===== src/rtl/dbcw_pkg.sv =====
package dbcw_pkg;

  localparam int WINDOW_FRAC_BITS_DEF = 16;
  localparam int TIME_BITS_DEF        = 32;

  localparam logic [15:0] MIN_RTT_PERIOD_RESET = 16'd10000;
  localparam logic [7:0]  MIN_WINDOW_RESET     = 8'd1;

  localparam int RTT_W  = 32;
  localparam int SRTT_W = 40;
  localparam int VEL_W  = 5;

  localparam logic [RTT_W-1:0] RTT_MAX = '1;

  // Register indexes on the configuration port.
  localparam logic [0:0] CFG_MIN_RTT_PERIOD = 1'b0;
  localparam logic [0:0] CFG_MIN_WINDOW     = 1'b1;

  typedef enum logic [3:0] {
    ST_IDLE,
    ST_SRTT_MUL,
    ST_SRTT_ADD,
    ST_MIN,
    ST_CHECK,
    ST_PREP,
    ST_ITER,
    ST_APPLY,
    ST_DIR,
    ST_DONE
  } state_e;

endpackage


===== src/rtl/delay_based_congestion_window_core.sv =====
// Timeout word: goes straight to DONE; next word accepted once the result is loaded.
// Acknowledgement word: SRTT_MUL, SRTT_ADD, MIN and CHECK, then DONE when no window round
// closes, else PREP, ITER, APPLY, DIR and DONE, where ITER runs N = max(6 + 2*F, 32) steps:
// iterations of the bit-serial divider (window step) and bit-serial rate-test multiplier.
// Words are handled one at a time; the output register lets a new word enter early.
// Asynchronous active-low reset restores all controller state and both registers.
module delay_based_congestion_window_core #(
  parameter int WINDOW_FRAC_BITS = dbcw_pkg::WINDOW_FRAC_BITS_DEF,
  parameter int TIME_BITS        = dbcw_pkg::TIME_BITS_DEF
) (
  input  logic        clk_i,
  input  logic        rst_ni,
  input  logic        cfg_we_i,
  input  logic [0:0]  cfg_index_i,
  input  logic [15:0] cfg_data_i,
  input  logic        in_valid_i,
  output logic        in_ready_o,
  input  logic        opcode_i,
  input  logic [31:0] sent_time_ms_i,
  input  logic [31:0] ack_time_ms_i,
  output logic        out_valid_o,
  input  logic        out_ready_i,
  output logic [15:0] window_datagrams_o,
  output logic        in_slow_start_o
);

  localparam int F     = WINDOW_FRAC_BITS;
  localparam int T     = TIME_BITS;
  localparam int W     = 16 + F;
  localparam int IT    = (6 + 2 * F > 32) ? 6 + 2 * F : 32;
  localparam int RW    = dbcw_pkg::RTT_W + 1 + F;
  localparam int PW    = RW + 2;
  localparam int CNT_W = $clog2(IT);
  localparam int EW    = (T > dbcw_pkg::RTT_W) ? T : dbcw_pkg::RTT_W;
  localparam int SW    = dbcw_pkg::SRTT_W;
  localparam int VW    = dbcw_pkg::VEL_W;

  dbcw_pkg::state_e state_q, state_d;

  logic [15:0]    period_q;
  logic [7:0]     min_win_q;

  logic [SW-1:0]  srtt_q;
  logic [31:0]    long_min_q;
  logic [T-1:0]   long_time_q;
  logic [31:0]    stand_q;
  logic [T-1:0]   stand_time_q;
  logic [W-1:0]   win_q;
  logic [15:0]    acks_q;
  logic           slow_q;
  logic [VW-1:0]  vel_q;
  logic [1:0]     same_q;
  logic           prev_up_q;
  logic [15:0]    prev_win_q;

  logic [31:0]    rtt_q;
  logic [T-1:0]   ack_q;
  logic [SW+2:0]  srtt7_q;
  logic [IT-1:0]  num_q;
  logic [IT-1:0]  quo_q;
  logic [W-1:0]   rem_q;
  logic [IT-1:0]  qd_q;
  logic [RW-1:0]  rhs_q;
  logic [RW-1:0]  prod_q;
  logic           over_q;
  logic [CNT_W-1:0] cnt_q;

  logic           out_valid_q;
  logic [15:0]    out_win_q;
  logic           out_slow_q;

  logic           accept;
  logic           load_out;
  logic           close_round;
  logic [T-1:0]   diff_t;
  logic [EW-1:0]  diff_e;
  logic [31:0]    rtt_sat;
  logic [SW+2:0]  srtt_sum;
  logic [T-1:0]   long_age;
  logic [T-1:0]   stand_age;
  logic           long_upd;
  logic           stand_upd;
  logic [7:0]     min_win_eff;
  logic [31:0]    qd;
  logic [W:0]     rem_sh;
  logic           quo_bit;
  logic [PW-1:0]  prod_try;
  logic           increase;
  logic           dir_up;

  assign in_ready_o         = (state_q == dbcw_pkg::ST_IDLE);
  assign accept             = in_valid_i && in_ready_o;
  assign out_valid_o        = out_valid_q;
  assign window_datagrams_o = out_win_q;
  assign in_slow_start_o    = out_slow_q;

  // RTT over a time base of T bits; a wrap beyond 32 bits saturates.
  assign diff_t  = T'(ack_time_ms_i) - T'(sent_time_ms_i);
  assign diff_e  = EW'(diff_t);
  assign rtt_sat = (diff_e > EW'(dbcw_pkg::RTT_MAX)) ? dbcw_pkg::RTT_MAX : diff_e[31:0];

  assign srtt_sum  = srtt7_q + {3'd0, rtt_q, 8'd0};
  assign long_age  = ack_q - long_time_q;
  assign stand_age = ack_q - stand_time_q;
  assign long_upd  = (EW'(long_age) > EW'(period_q)) || (rtt_q < long_min_q);
  assign stand_upd = (EW'(stand_age) > EW'(srtt_q[SW-1:9])) || (rtt_q < stand_q);

  assign close_round = ({acks_q, {F{1'b0}}} >= win_q);
  assign min_win_eff = (min_win_q == 8'd0) ? 8'd1 : min_win_q;
  assign qd          = (stand_q > long_min_q) ? (stand_q - long_min_q) : 32'd0;

  // One restoring division step and one multiply step per cycle.
  assign rem_sh   = {rem_q, num_q[IT-1]};
  assign quo_bit  = (rem_sh >= {1'b0, win_q});
  assign prod_try = {1'b0, prod_q, 1'b0} + (qd_q[IT-1] ? PW'(win_q) : PW'(0));

  assign increase = !over_q;
  assign dir_up   = (win_q > {prev_win_q, {F{1'b0}}});

  always_ff @(posedge clk_i or negedge rst_ni) begin
    if (!rst_ni) begin
      state_q <= dbcw_pkg::ST_IDLE;
    end else begin
      state_q <= state_d;
    end
  end

  always_comb begin
    state_d  = state_q;
    load_out = 1'b0;
    unique case (state_q)
      dbcw_pkg::ST_IDLE: begin
        if (in_valid_i) begin
          state_d = opcode_i ? dbcw_pkg::ST_DONE : dbcw_pkg::ST_SRTT_MUL;
        end
      end
      dbcw_pkg::ST_SRTT_MUL: state_d = dbcw_pkg::ST_SRTT_ADD;
      dbcw_pkg::ST_SRTT_ADD: state_d = dbcw_pkg::ST_MIN;
      dbcw_pkg::ST_MIN:      state_d = dbcw_pkg::ST_CHECK;
      dbcw_pkg::ST_CHECK: begin
        state_d = close_round ? dbcw_pkg::ST_PREP : dbcw_pkg::ST_DONE;
      end
      dbcw_pkg::ST_PREP:     state_d = dbcw_pkg::ST_ITER;
      dbcw_pkg::ST_ITER: begin
        if (cnt_q == CNT_W'(0)) begin
          state_d = dbcw_pkg::ST_APPLY;
        end
      end
      dbcw_pkg::ST_APPLY:    state_d = dbcw_pkg::ST_DIR;
      dbcw_pkg::ST_DIR:      state_d = dbcw_pkg::ST_DONE;
      dbcw_pkg::ST_DONE: begin
        if (!out_valid_q || out_ready_i) begin
          load_out = 1'b1;
          state_d  = dbcw_pkg::ST_IDLE;
        end
      end
      default: state_d = dbcw_pkg::ST_IDLE;
    endcase
  end

  always_ff @(posedge clk_i or negedge rst_ni) begin
    if (!rst_ni) begin
      period_q     <= dbcw_pkg::MIN_RTT_PERIOD_RESET;
      min_win_q    <= dbcw_pkg::MIN_WINDOW_RESET;
      srtt_q       <= '0;
      long_min_q   <= '1;
      long_time_q  <= '0;
      stand_q      <= '1;
      stand_time_q <= '0;
      win_q        <= W'(1) << F;
      acks_q       <= '0;
      slow_q       <= 1'b1;
      vel_q        <= VW'(1);
      same_q       <= '0;
      prev_up_q    <= 1'b1;
      prev_win_q   <= '0;
      out_valid_q  <= 1'b0;
    end else begin
      if (cfg_we_i) begin
        unique case (cfg_index_i)
          dbcw_pkg::CFG_MIN_RTT_PERIOD: period_q  <= cfg_data_i;
          dbcw_pkg::CFG_MIN_WINDOW:     min_win_q <= cfg_data_i[7:0];
          default: ;
        endcase
      end

      if (load_out) begin
        out_valid_q <= 1'b1;
      end else if (out_ready_i) begin
        out_valid_q <= 1'b0;
      end

      unique case (state_q)
        dbcw_pkg::ST_IDLE: begin
          if (accept && opcode_i) begin
            win_q  <= '0;
            slow_q <= 1'b1;
          end
        end
        dbcw_pkg::ST_SRTT_ADD: begin
          if (srtt_q == '0) begin
            srtt_q <= {rtt_q, 8'd0};
          end else begin
            srtt_q <= srtt_sum[SW+2:3];
          end
        end
        dbcw_pkg::ST_MIN: begin
          if (long_upd) begin
            long_min_q  <= rtt_q;
            long_time_q <= ack_q;
          end
          if (stand_upd) begin
            stand_q      <= rtt_q;
            stand_time_q <= ack_q;
          end
          if (acks_q != 16'hFFFF) begin
            acks_q <= acks_q + 16'd1;
          end
        end
        dbcw_pkg::ST_CHECK: begin
          // A round that starts from a closed window reopens it first.
          if (close_round && (win_q == '0)) begin
            win_q <= {8'd0, min_win_eff, {F{1'b0}}};
          end
        end
        dbcw_pkg::ST_APPLY: begin
          acks_q <= '0;
          if (increase) begin
            if (slow_q) begin
              win_q <= win_q[W-1] ? '1 : {win_q[W-2:0], 1'b0};
            end else if (quo_q > IT'(~win_q)) begin
              win_q <= '1;
            end else begin
              win_q <= win_q + quo_q[W-1:0];
            end
          end else begin
            slow_q <= 1'b0;
            win_q  <= (quo_q >= IT'(win_q)) ? '0 : (win_q - quo_q[W-1:0]);
          end
        end
        dbcw_pkg::ST_DIR: begin
          if (dir_up == prev_up_q) begin
            if (same_q == 2'd2) begin
              vel_q  <= (vel_q > VW'(8)) ? VW'(2) : {vel_q[VW-2:0], 1'b0};
              same_q <= '0;
            end else begin
              same_q <= same_q + 2'd1;
            end
          end else begin
            vel_q <= VW'(1);
          end
          prev_win_q <= win_q[W-1:F];
          prev_up_q  <= dir_up;
        end
        default: ;
      endcase
    end
  end

  always_ff @(posedge clk_i) begin
    if (accept) begin
      rtt_q <= rtt_sat;
      ack_q <= T'(ack_time_ms_i);
    end
    if (load_out) begin
      out_win_q  <= win_q[W-1:F];
      out_slow_q <= slow_q;
    end
    unique case (state_q)
      dbcw_pkg::ST_SRTT_MUL: begin
        srtt7_q <= {srtt_q, 3'd0} - {3'd0, srtt_q};
      end
      dbcw_pkg::ST_PREP: begin
        qd_q   <= IT'(qd);
        rhs_q  <= {stand_q, 1'b0, {F{1'b0}}};
        prod_q <= '0;
        over_q <= 1'b0;
        num_q  <= IT'({vel_q, 1'b0}) << (2 * F);
        rem_q  <= '0;
        quo_q  <= '0;
        cnt_q  <= CNT_W'(IT - 1);
      end
      dbcw_pkg::ST_ITER: begin
        num_q <= {num_q[IT-2:0], 1'b0};
        quo_q <= {quo_q[IT-2:0], quo_bit};
        rem_q <= quo_bit ? (rem_sh[W-1:0] - win_q) : rem_sh[W-1:0];
        // Once the partial product passes the bound it can only grow, so stop there.
        if (!over_q) begin
          if (prod_try > PW'(rhs_q)) begin
            over_q <= 1'b1;
          end else begin
            prod_q <= prod_try[RW-1:0];
          end
        end
        qd_q  <= {qd_q[IT-2:0], 1'b0};
        cnt_q <= cnt_q - CNT_W'(1);
      end
      default: ;
    endcase
  end

endmodule


===== config.mk =====
export PLATFORM = sky130hd
export DESIGN_NAME = delay_based_congestion_window_core
export DESIGN_NICKNAME = d
export VERILOG_FILES = /design/src/rtl/dbcw_pkg.sv /design/src/rtl/delay_based_congestion_window_core.sv
export SDC_FILE = /design/constraint.sdc
export NUM_CORES = 2
export LEC_CHECK = 0
export BUFFER_PORTS_ARGS = -buffer_cell sky130_fd_sc_hd__buf_2
export CORE_MARGIN = 5
export CORE_UTILIZATION = 30
export CTS_BUF_LIST = sky130_fd_sc_hd__clkbuf_4
export DETAILED_ROUTE_END_ITERATION = 12
export PLACE_DENSITY_LB_ADDON = 0.2
export SKIP_LAST_GASP = 1
export SYNTH_ARGS = -nofsm -noshare
export SYNTH_HDL_FRONTEND = slang
export SYNTH_SLANG_ARGS = --single-unit

===== constraint.sdc =====
create_clock -name clk_i -period 10.1 [get_ports clk_i]
set_input_delay 1.01 -clock clk_i [delete_from_list [all_inputs] [get_ports clk_i]]
set_output_delay 1.01 -clock clk_i [all_outputs]
set_load 0.02 [all_outputs]

==> impl_results.md <==
* Status: complete, no violations
* Postcts setup bufs at 0
* Clock period minus worst slack at roughly 8 ns
* CP Capture Type: flop
* Largest net degree at the start of global routing at 100
* Nets at 5,543
* Max-cap viol count at 0
* Sequential fraction of the synthesis area at 0.372
* Worst skew pair latency at 1.18 ns
* DRT Pass-1 Iters at 7
* Vias per cell at 5.08
* Peak VDD IR at 0.130 mV
* GRT overflow at 0
* Core area at about 150,000 sq um
* Post-synthesis register bit count at roughly 590
* Largest family of logic cells by synthesized area: compound AO/OA/AOI/OAI gates
* Fin worst setup slack at 2.29 ns
* DRT Wirelength at approximately 140,000 um
* Deepest clock path buffer count at 3
* Clk slew on worst S/H paths at 0.07 ns
* Area of the multi-input gates at 25,800 sq um
* Largest area contributor in the netlist: edfxtp_1
* Worst setup SP type: flop
* DRC viols at 0
* Rel. slew slack at 0.196
* Dpl cell area at around 47,000 sq um
* DRT iter0 DRCs at between 2,000 and 2,500
* Post-Synth XOR/XNOR Area at 0.0584
* CP max-delay cell: nor2_4
* Synthesized Nets at 5,310
* RSZ-0062 raised after global routing: false
* Clock sink count at 592
* Worst-margin pin slew at 1.20 ns
* NetSw at 7.93 mW
* CP required at between 10 and 15 ns
* Fin Hold WS at approximately 0.18 ns
* Clk network pwr share at 0.140
* Yosys top cell area share at 0.218
* Sequential power share at 0.255
* Initial core utilization at 0.301
* DIE WIDTH at between 300 and 400 um
* Pre-CTS setup slack at 2.30 ns
* Filler Cell Count at approximately 15,000
* Routability cong. at around 0.9
* P per Cell Area at 345 nW/um^2
* Syn Area/Cell at 9.48 sq um
* Post-CTS resize count at 0
* Port-buffer cells at 105
* Compound-Gate Fraction of Synth Area at 0.188
* Routed wire length per instance at 19.7 um
* H-tree depth at 4
* TritonCTS Buffers at 177
* Asr flop ratio synth at 0.456
* Routed Antenna Nets at 0
* Gate power share at 0.605
* Worst Skew at 0.115 ns
* Post-synthesis mux area share at 0.0437
* Layout cell share with drive strength beyond 1 at 0.140
* Setup TNS at 0 ns
* CTS tree: yes
* Internal power at 9.31 mW
* Post-synthesis cell type count at between 80 and 90
* Crit path buf inv count at 2
* Final setup vio count at 0
* Tcrit/Tclk final at 0.773
* Most used flip-flop cell after synthesis: edfxtp_1
* CP delay by family, top: simple AND/OR/NAND/NOR gates
* Storage cell area at 16,500 sq um
* Finished layout cell area at approximately 50,000 sq um
* Vias at between 30,000 and 40,000
* Rows at 141
* CP Max Fanout at 33
* Fmax achieved at around 130 MHz
* Kind of critical path: flop to flop
* Sw frac at 0.460
* Final hold viol count at 0
* Hold/Removal Path Class: primary input to flop
* Slew Viols, Final at 0
* Post-synthesis simple-gate area fraction at 0.135
* YS warnings at 0
* Tot GR Track Use at 0.173
* WP data arrival at 8.56 ns
* Synth area leaders: edfxtp_1 22%, ha_1 15%, dfrtp_1 11%, a21oi_1 4.5%, dfstp_2 4.4%
* Half-perimeter wire length after placement at 105,000 um
* Vias in the first global route at around 36,000
* Initial antenna violation count at 8
* Critical path's largest stage delay at 0.74 ns
* Root Driver: clkbuf_4
* Syn Inst Count at 4,685
* Fin util at 0.339
* Adder-cell share of the synthesized area at 0.153
* Post-Syn Area at 44,400 sq um
* Die ar. at 156,000 sq um
* Die Ht at just under 400 um
* Post-CTS Hold Buffers at 42
* Layout area overhead at 12.5%
* EDFF count, synth at ~320
* Global-route wire length before repair at 211,000 um
* I/O Pins at between 100 and 150
* Leakage at 22.1 nW
state kept, by name (all words and copies together) (netlist names), 38 cells and up:
register,cells
prod_q,49
qd_q,38
quo_q,38
srtt7_q,40
srtt_q,40
power groups by stage:
stage          Clock (mW)  Combinational, mW  Sequential [mW]
3_3_place_gp            0               10.3             4.44
3_5_place_dp            0               10.4             4.44
4_1_cts              2.54               10.4             4.40
5_1_grt              2.67               11.7             4.49
6_report             2.42               10.4             4.40
2_1_floorplan           0               7.91             4.15
cells by family after synthesis:
family,after synthesis
flip-flops,592
XOR/XNOR,296
AO/OA/AOI/OAI,1298
adder cells (fa/ha/maj),538
AND/OR/NAND/NOR,1237
buffers and inverters,570
multiplexers,154
placed cells by master (no fill, tap or decap), types with 56 or more instances in the layout:
master	count
a21o_1	190
a21oi_1	398
and2_1	78
buf_2	104
clkbuf_4	270
dfrtp_1	196
dfstp_2	74
edfxtp_1	322
ha_1	529
inv_1	434
mux2_2	80
mux2_4	60
nand2_1	263
nand2b_1	56
nand3_1	73
nand4_1	78
nor2_1	384
nor3_1	78
o21ai_0	257
xnor2_1	205
xor2_1	91
per-stage QoR:
step	std cells	total power [mW]
floorplan	4685	12.1
CTS	6994	17.4
detailed placement	6627	14.8
global placement	6627	14.8
finish	7007	17.2
global route	7006	18.9
synth_stat cells (9+ instances only):
library cell	count
a211oi_1	53
and3_1	43
nand2_1	266
or2_2	11
o21bai_1	46
o21a_1	45
mux2i_1	13
or4_1	10
or3_1	17
a211o_1	12
and2_1	78
o211ai_1	24
clkbuf_1	108
nand3_1	73
ha_1	529
mux2_4	60
a21oi_1	398
a22o_1	31
nand4_1	78
o22ai_1	15
xor2_1	91
mux2_2	80
a31o_2	11
a221oi_1	18
a21boi_0	11
dfrtp_1	196
dfstp_2	74
o31a_1	12
nor2b_1	57
fa_1	9
edfxtp_1	322
nor2_1	388
o21ai_0	257
o31ai_1	19
a31oi_1	42
a2111oi_0	9
nand2b_1	56
nor4_1	37
xnor2_1	205
and4_1	12
a21o_1	190
buf_2	15
inv_1	435
a22oi_1	17
nor3_1	82
final timing paths:
| path | from | to | slack, ns | cells after the start |
|---|---|---|---|---|
| hold / removal | ack_time_ms_i[7] | ack_q[7] | 0.18 | 1 |
| min in group asynchronous | rst_ni | srtt_q[23] | 0.61 | 2 |
| hold reg to reg | prev_win_q[1] | prev_win_q[1] | 0.48 | 2 |
| setup / recovery | qd_q[37] | prod_q[42] | 2.29 | 25 |
| setup reg to reg | qd_q[37] | prod_q[42] | 2.29 | 25 |
| max in group asynchronous | rst_ni | long_time_q[27] | 8.26 | 3 |
area by class of cell:
class | count | area share
multi-input cells | 3523 | 0.516
flip-flops and latches | 592 | 0.331
well taps | 1930 | 0.0483
clock buffers | 270 | 0.0406
inverters | 435 | 0.0327
repair buffers | 189 | 0.0257
clock inverters | 55 | 0.00553
diodes | 13 | 0.000651
per-layer routing:
| metal | GRT usage | vias to the layer above | routed length [um] |
|---|---|---|---|
| met4 | 0.0709 | 2 | 5210 |
| met2 | 0.280 | 780 | 62400 |
| met1 | 0.228 | 17000 | 63300 |
| li1 | - | 17600 | - |
| met5 | 0 | - | 13 |
| met3 | 0.0333 | 241 | 6890 |
No activity file was read; power rests on OpenSTA's default activity.
